<file path="src/hcc_pkg.sv">
`timescale 1ns / 1ps
// ============================================================================
// hcc_pkg
// Shared types, constants and round functions for the HChaCha20 subkey
// derivation pipeline.
// ============================================================================
package hcc_pkg;

    // Request: one 128-bit nonce, little-endian words 12..15
    typedef struct packed {
        logic [63:0] nonce_high;
        logic [63:0] nonce_low;
    } t_hcc_in;

    // Response: final state words 0..3 and 12..15
    typedef struct packed {
        logic [63:0] subkey_part3;
        logic [63:0] subkey_part2;
        logic [63:0] subkey_part1;
        logic [63:0] subkey_part0;
    } t_hcc_out;

    // Sixteen 32-bit state words, word 0 in the low bits
    typedef logic [15:0][31:0] t_hcc_state;

    // Which half of which quarter round a pipeline stage applies
    typedef struct packed {
        logic diag;    // 0: column round, 1: diagonal round
        logic second;  // 0: rotates 16/12, 1: rotates 8/7
    } t_hcc_step;

    // Configuration register indexes
    typedef enum logic [1:0] {
        REG_KEY_PART0 = 2'd0,
        REG_KEY_PART1 = 2'd1,
        REG_KEY_PART2 = 2'd2,
        REG_KEY_PART3 = 2'd3
    } t_hcc_reg;

    localparam int HCC_NUM_KEY_REGS = 4;

    // 10 double rounds, 2 rounds each, 2 half quarter rounds per round
    localparam int HCC_STAGES = 40;

    // "expand 32-byte k"
    localparam logic [31:0] HCC_SIGMA [4] = '{
        32'h61707865, 32'h3320646e, 32'h79622d32, 32'h6b206574
    };

    // Half of all four quarter rounds of a column or diagonal round:
    //   a += b; d ^= a; d <<<= 16|8; c += d; b ^= c; b <<<= 12|7
    function automatic t_hcc_state hcc_half_round(t_hcc_state s, t_hcc_step step);
        t_hcc_state  r;
        logic [3:0]  ia;
        logic [3:0]  ib;
        logic [3:0]  ic;
        logic [3:0]  id;
        logic [31:0] a;
        logic [31:0] b;
        logic [31:0] c;
        logic [31:0] d;
        r = s;
        for (int i = 0; i < 4; i++) begin
            // diagonal lanes shift by one word per row
            ia = {2'd0, 2'(i)};
            ib = {2'd1, 2'(i + (step.diag ? 1 : 0))};
            ic = {2'd2, 2'(i + (step.diag ? 2 : 0))};
            id = {2'd3, 2'(i + (step.diag ? 3 : 0))};
            a = s[ia] + s[ib];
            d = s[id] ^ a;
            d = step.second ? {d[23:0], d[31:24]} : {d[15:0], d[31:16]};
            c = s[ic] + d;
            b = s[ib] ^ c;
            b = step.second ? {b[24:0], b[31:25]} : {b[19:0], b[31:20]};
            r[ia] = a;
            r[ib] = b;
            r[ic] = c;
            r[id] = d;
        end
        return r;
    endfunction

endpackage

</file>
<file path="src/hcc_out_skid.sv">
`timescale 1ns / 1ps
// ============================================================================
// hcc_out_skid
// Output register plus one skid entry. The pipeline holds only while the
// skid entry is full, so the hold signal comes straight from a flop.
// ============================================================================
module hcc_out_skid (
    input  logic              i_clk,
    input  logic              i_rst_n,
    input  logic              i_valid,
    input  hcc_pkg::t_hcc_out i_data,
    output logic              o_full,
    output logic              o_valid,
    output hcc_pkg::t_hcc_out o_data,
    input  logic              i_stall
);
    import hcc_pkg::*;

    logic     r_out_valid;
    logic     r_skid_valid;
    t_hcc_out r_out;
    t_hcc_out r_skid;
    logic     n_out_valid;
    logic     n_skid_valid;
    logic     w_take;
    logic     w_push;
    logic     w_load_skid;
    logic     w_load_in;
    logic     w_fill_skid;

    assign w_take = r_out_valid && !i_stall;
    assign w_push = i_valid && !r_skid_valid;

    // output slot free: refill from skid first, else from the pipeline
    always_comb begin
        n_out_valid  = r_out_valid;
        n_skid_valid = r_skid_valid;
        w_load_skid  = 1'b0;
        w_load_in    = 1'b0;
        w_fill_skid  = 1'b0;
        if (!r_out_valid || w_take) begin
            if (r_skid_valid) begin
                w_load_skid  = 1'b1;
                n_out_valid  = 1'b1;
                n_skid_valid = 1'b0;
            end else if (w_push) begin
                w_load_in   = 1'b1;
                n_out_valid = 1'b1;
            end else begin
                n_out_valid = 1'b0;
            end
        end else if (w_push) begin
            w_fill_skid  = 1'b1;
            n_skid_valid = 1'b1;
        end
    end

    always_ff @(posedge i_clk) begin
        if (!i_rst_n) begin
            r_out_valid  <= 1'b0;
            r_skid_valid <= 1'b0;
        end else begin
            r_out_valid  <= n_out_valid;
            r_skid_valid <= n_skid_valid;
        end
    end

    always_ff @(posedge i_clk) begin
        if (w_load_skid) begin
            r_out <= r_skid;
        end else if (w_load_in) begin
            r_out <= i_data;
        end
        if (w_fill_skid) begin
            r_skid <= i_data;
        end
    end

    assign o_full  = r_skid_valid;
    assign o_valid = r_out_valid;
    assign o_data  = r_out;

    // skid entry is only ever used behind a full output register
    a_skid_behind_out: assert property (@(posedge i_clk) disable iff (!i_rst_n)
        r_skid_valid |-> r_out_valid)
        else $error("skid entry full while output register empty");

    // a result arriving at a stalled, full output must land in the skid entry
    a_skid_catches: assert property (@(posedge i_clk) disable iff (!i_rst_n)
        (i_valid && !r_skid_valid && r_out_valid && i_stall) |=> r_skid_valid)
        else $error("result dropped at stalled output");

    // a taken output with a full skid entry is refilled and the skid drains
    a_skid_drains: assert property (@(posedge i_clk) disable iff (!i_rst_n)
        (r_skid_valid && !i_stall) |=> (r_out_valid && !r_skid_valid))
        else $error("skid entry did not drain");

endmodule

</file>
<file path="config.mk">
export PLATFORM = sky130hd
export DESIGN_NAME = hcc_out_skid
export DESIGN_NICKNAME = d
export VERILOG_FILES = /design/src/hcc_pkg.sv /design/src/hcc_out_skid.sv
export SDC_FILE = /design/constraint.sdc
export NUM_CORES = 1
export LEC_CHECK = 0
export BUFFER_PORTS_ARGS = -buffer_cell sky130_fd_sc_hd__buf_2
export CAP_MARGIN = 10
export CORE_ASPECT_RATIO = 0.8
export CORE_MARGIN = 3
export CORE_UTILIZATION = 52
export CTS_BUF_LIST = sky130_fd_sc_hd__clkbuf_4 sky130_fd_sc_hd__clkbuf_8 sky130_fd_sc_hd__clkbuf_16
export CTS_CLUSTER_SIZE = 25
export DETAILED_ROUTE_END_ITERATION = 12
export MAX_ROUTING_LAYER = met4
export PLACE_DENSITY = 0.79
export SLEW_MARGIN = 0
export SYNTH_ARGS = -nofsm -noshare
export SYNTH_HDL_FRONTEND = slang
export SYNTH_SLANG_ARGS = --single-unit
</file>
<file path="constraint.sdc">
create_clock -name i_clk -period 24.9 [get_ports i_clk]
set_input_delay 1.245 -clock i_clk [delete_from_list [all_inputs] [get_ports i_clk]]
set_output_delay 1.245 -clock i_clk [all_outputs]
set_load 0.01 [all_outputs]
</file>
; Word level (Yosys, flattened, before mapping)
; Cells that the tools add are included.
; Widths: inputs -> output; s select.
[word_totals]
input_bits = 260
regBits = 514
wordCells = 28
[op_classes]
bitwise_logic = 1
muxes = 9
reduce_logical = 8
[ops]
columns = cell, count
row1 = $mux 256, 2
row2 = $mux 1, 7
row3 = $logic_not 1->1, 3
row4 = $logic_and 1x1->1, 2
row5 = $reduce_bool 2->1, 1
row6 = $reduce_or 2->1, 1
row7 = $logic_or 1x1->1, 1
row8 = $not 1->1, 1

; Longest topological paths before layout
[depth]
word_depth = 7
depth_mapped = 4

; Worst setup path before layout
; OpenSTA, ideal clock, no wires.
[synth_timing]
kind = input to register
startpoint = input i_stall
endpoint = register r_skid[0] (netlist name) (enable)
n_path_buf = 0
arrival_time_ns = 19.807
stages = 2
slack_ns = 3.856
setup_time_ns = 1.238
path_cell_list = nand2_1 nor3b_1
[synth_via]
elab_chain_cells = 4
[synth_lines]
columns = element, line
row1 = start: declaration, hcc_out_skid.sv:15  ; input logic i_stall
row2 = $logic_not 1->1, hcc_out_skid.sv:31  ; assign w_take = r_out_valid && !i_stall;
row3 = $logic_and 1x1->1, hcc_out_skid.sv:31
row4 = $logic_or 1x1->1, hcc_out_skid.sv:41  ; if (!r_out_valid || w_take) begin
row5 = $mux 1, hcc_out_skid.sv:41
row6 = net w_fill_skid, hcc_out_skid.sv:29  ; logic w_fill_skid;
row7 = end signal: assignment, hcc_out_skid.sv:75  ; r_skid <= i_data;
row8 = end: declaration, hcc_out_skid.sv:22  ; t_hcc_out r_skid;
; The timed path passes the listed nets, and every way through them passes these cells.
; A chain may end at the register's enable or synchronous reset.

; Worst setup path in the final report
[layout_timing]
startpoint = input i_stall
endpoint = register r_skid[194] (netlist name) (enable)
; The elaborated chain is that of the path after synthesis.

==> metrics.md <==
| Metric | Value |
|---|---|
| # port buffers | 517 |
| FMAX | 276 MHz |
| Detailed Place HPWL | 28400 um |
| Relative slew slack | 22.2% |
| Status | completed |
| CTS Root Cell | clkbuf_16 |
| Initial antenna violation count | 17 |
| Peak supply drop | 0.0851 mV |
| Vias in the first global route | 10166 |
| Clock Pin Slew Worst Setup and Hold Paths | 60 ps |
| Final GP Congestion | slightly above 0.8 |
| Hold Crit Class | register to register |
| Largest cells by area after synthesis | edfxtp_1 (81%), mux2_2 (14%), buf_12 (2.7%) |
| GR Util All Layers | 21.5% |
| CTS tree | done |
| Die W | 220 um |
| Final Hold Vio Count | 0 |
| Clock latency at the later pin of the worst-skew pair | 540 ps |
| Slew Viols, Final | 0 |
| Total congestion overflow | 0 |
| Gates resized, CTS repair | 0 |
| Max Cap Violations | 0 |
| Clock sink total | approximately 510 |
| Die height | 177 um |
| Min Tclk post-route | 3620 ps |
| Number of buffers created by CTS | 48 |
| Post-synth top area cell | edfxtp_1 |
| Worst EP required | approximately 25000 ps |
| Setup Skew | 18.9 ps |
| Die Area | approximately 39000 um^2 |
| Starting Density | roughly 54% |
| Layout cell share with drive strength beyond 1 | between 60% and 70% |
| Filler Cell Count | 2321 |
| Kind of critical path | input port to register |
| Worst EP arrival | 3780 ps |
| DP Area | 21700 um^2 |
| Final setup viols | 0 |
| Syn_nets | 1065 |
| Wire per inst | 22.4 um |
| Setup TNS | 0 ps |
| Syn Area/Cell | 23.6 um^2 |
| CP Capture Type | register |
| Post-DRT Antenna Nets | 0 |
| Period utilization | 14.5% |
| Number of synthesized register bits | between 500 and 600 |
| Initial DRT Pass Iterations | 4 |
| Largest net degree at the start of global routing | between 150 and 200 |
| Synth warn | 0 |
| Sequential area share after synthesis | 81.3% |
| Startpoint Class | input port |
| Syn Inst Count | 805 |
| First-pass GRT wire length | approximately 61000 um |
| Leakage | 0.00868 uW |
| Reg area | 15400 um^2 |
| Routed wire length | around 42000 um |
| Clock buffer depth | 3 |
| Hold_buf cts | 0 |
| Routed via count | 9681 |
| Initial DRC Count | 730 |
| Pwr/cell area | 80.4 nW/um^2 |
| Synth cell types | 14 |
| Final-stage net count | between 1500 and 2000 |
| Number of setup buffers added after CTS | 0 |
| Area Growth Syn to Fin | 23.1% |
| Post-synthesis cell area | 19000 um^2 |
| Via density | approximately 5.2 |
| Worst-margin pin slew | roughly 1200 ps |
| CP max FO | 175 |
| Post-synth top area share | between 80% and 90% |
| Core box area | around 35000 um^2 |
| IO Pins | just over 500 |
| Final instance area | between 20000 and 25000 um^2 |
| Unrepaired setup endpoints after global routing | false |
| Remaining DRCs | 0 |
| H-tree levels | 2 |
| Multi-input logic area | 3030 um^2 |
| # rows | 61 |
## layer usage
metal | up-vias | GRT usage [%] | wire (um)
met1 | 4803 | 25.6 | 15500
met5 | - | - | 0
met3 | 85 | 7.64 | 4180
li1 | 4367 | - | -
met4 | 0 | 7.48 | 1340
met2 | 426 | 34.4 | 21000
## layout make-up
cell class	instances	share of cell area (%)
clock buffer	59	5.57
sequential	514	66.0
antenna	17	0.182
multi-input combinational	263	13.0
tap	472	2.53
timing repair buffer	523	11.4
clock inverter	26	1.28
## cell families (layout without fill, tap and decap cells)
logic type,after synthesis,count (layout),synth area share (%)
flops,514,514,81.3
mux,256,256,15.6
buf+inv,28,608,2.84
simple gates,4,4,0.119
compound gates,3,3,0.165
other cells,0,17,0
## synthesized netlist by cell type
| library cell | number |
|---|---|
| edfxtp_1 | 512 |
| nand2_1 | 1 |
| buf_6 | 1 |
| mux2_2 | 235 |
| nor2_1 | 1 |
| a21boi_4 | 1 |
| buf_4 | 1 |
| a21boi_0 | 1 |
| buf_12 | 26 |
| mux2_1 | 1 |
| a21oi_1 | 1 |
| mux2_4 | 20 |
| dfxtp_1 | 2 |
| nor3b_1 | 2 |
## worst paths after layout
| check | start | to | slack, ps | cells past startpoint |
|---|---|---|---|---|
| setup / recovery | i_stall | r_skid[194]$_DFFE_PP_ | 21280 | 5 |
| setup reg to reg | o_valid$_SDFFE_PN0P_ | r_skid[194]$_DFFE_PP_ | 21650 | 4 |
| hold reg to reg | r_skid[35]$_DFFE_PP_ | o_data[35]$_DFFE_PP_ | 540 | 1 |
| hold / removal | r_skid[35]$_DFFE_PP_ | o_data[35]$_DFFE_PP_ | 540 | 1 |
## state kept, by name, summed over array words and instances (netlist names)
register  count
o_valid       1
o_data      256
o_full        1
r_skid      256
## critical path: stages
cell     delay, ps
buf_2          150
nand2_1        110
nor3b_2        270
buf_12         600
buf_4          940
## metrics by stage
| stage | hold slack [ps] | total power [uW] | std cells | utilization [%] | setup slack (ps) |
|---|---|---|---|---|---|
| after floorplan | 508 | 1110 | 805 | - | 3860 |
| after global placement | 525 | 1150 | 1772 | 61.4 | 20850 |
| after detailed placement | 531 | 1150 | 1772 | 61.4 | 20830 |
| after CTS | 546 | 1900 | 1857 | 65.9 | 21410 |
| after global routing | 558 | 1940 | 1874 | 66.1 | 21170 |
| final | 539 | 1880 | 1874 | 66.1 | 21280 |
## power by group
group	switching (uW)	internal [uW]
Clock	307	435
Sequential	9.98	1000
Combinational	70.6	54.9
## placed cells by master (no fill, tap or decap), types with 2 or more instances in the layout
master	Yosys	routed
clkbuf_4	0	10
diode_2	0	17
dfxtp_1	2	2
clkinvlp_4	0	5
buf_2	0	517
edfxtp_1	512	512
clkinv_2	0	4
bufinv_16	0	6
mux2_4	20	20
clkbuf_16	0	49
buf_4	1	3
mux2_2	235	235
clkinv_1	0	7
buf_12	26	3
clkinv_4	0	4
Note: power is estimated with default switching activity, not from simulation.
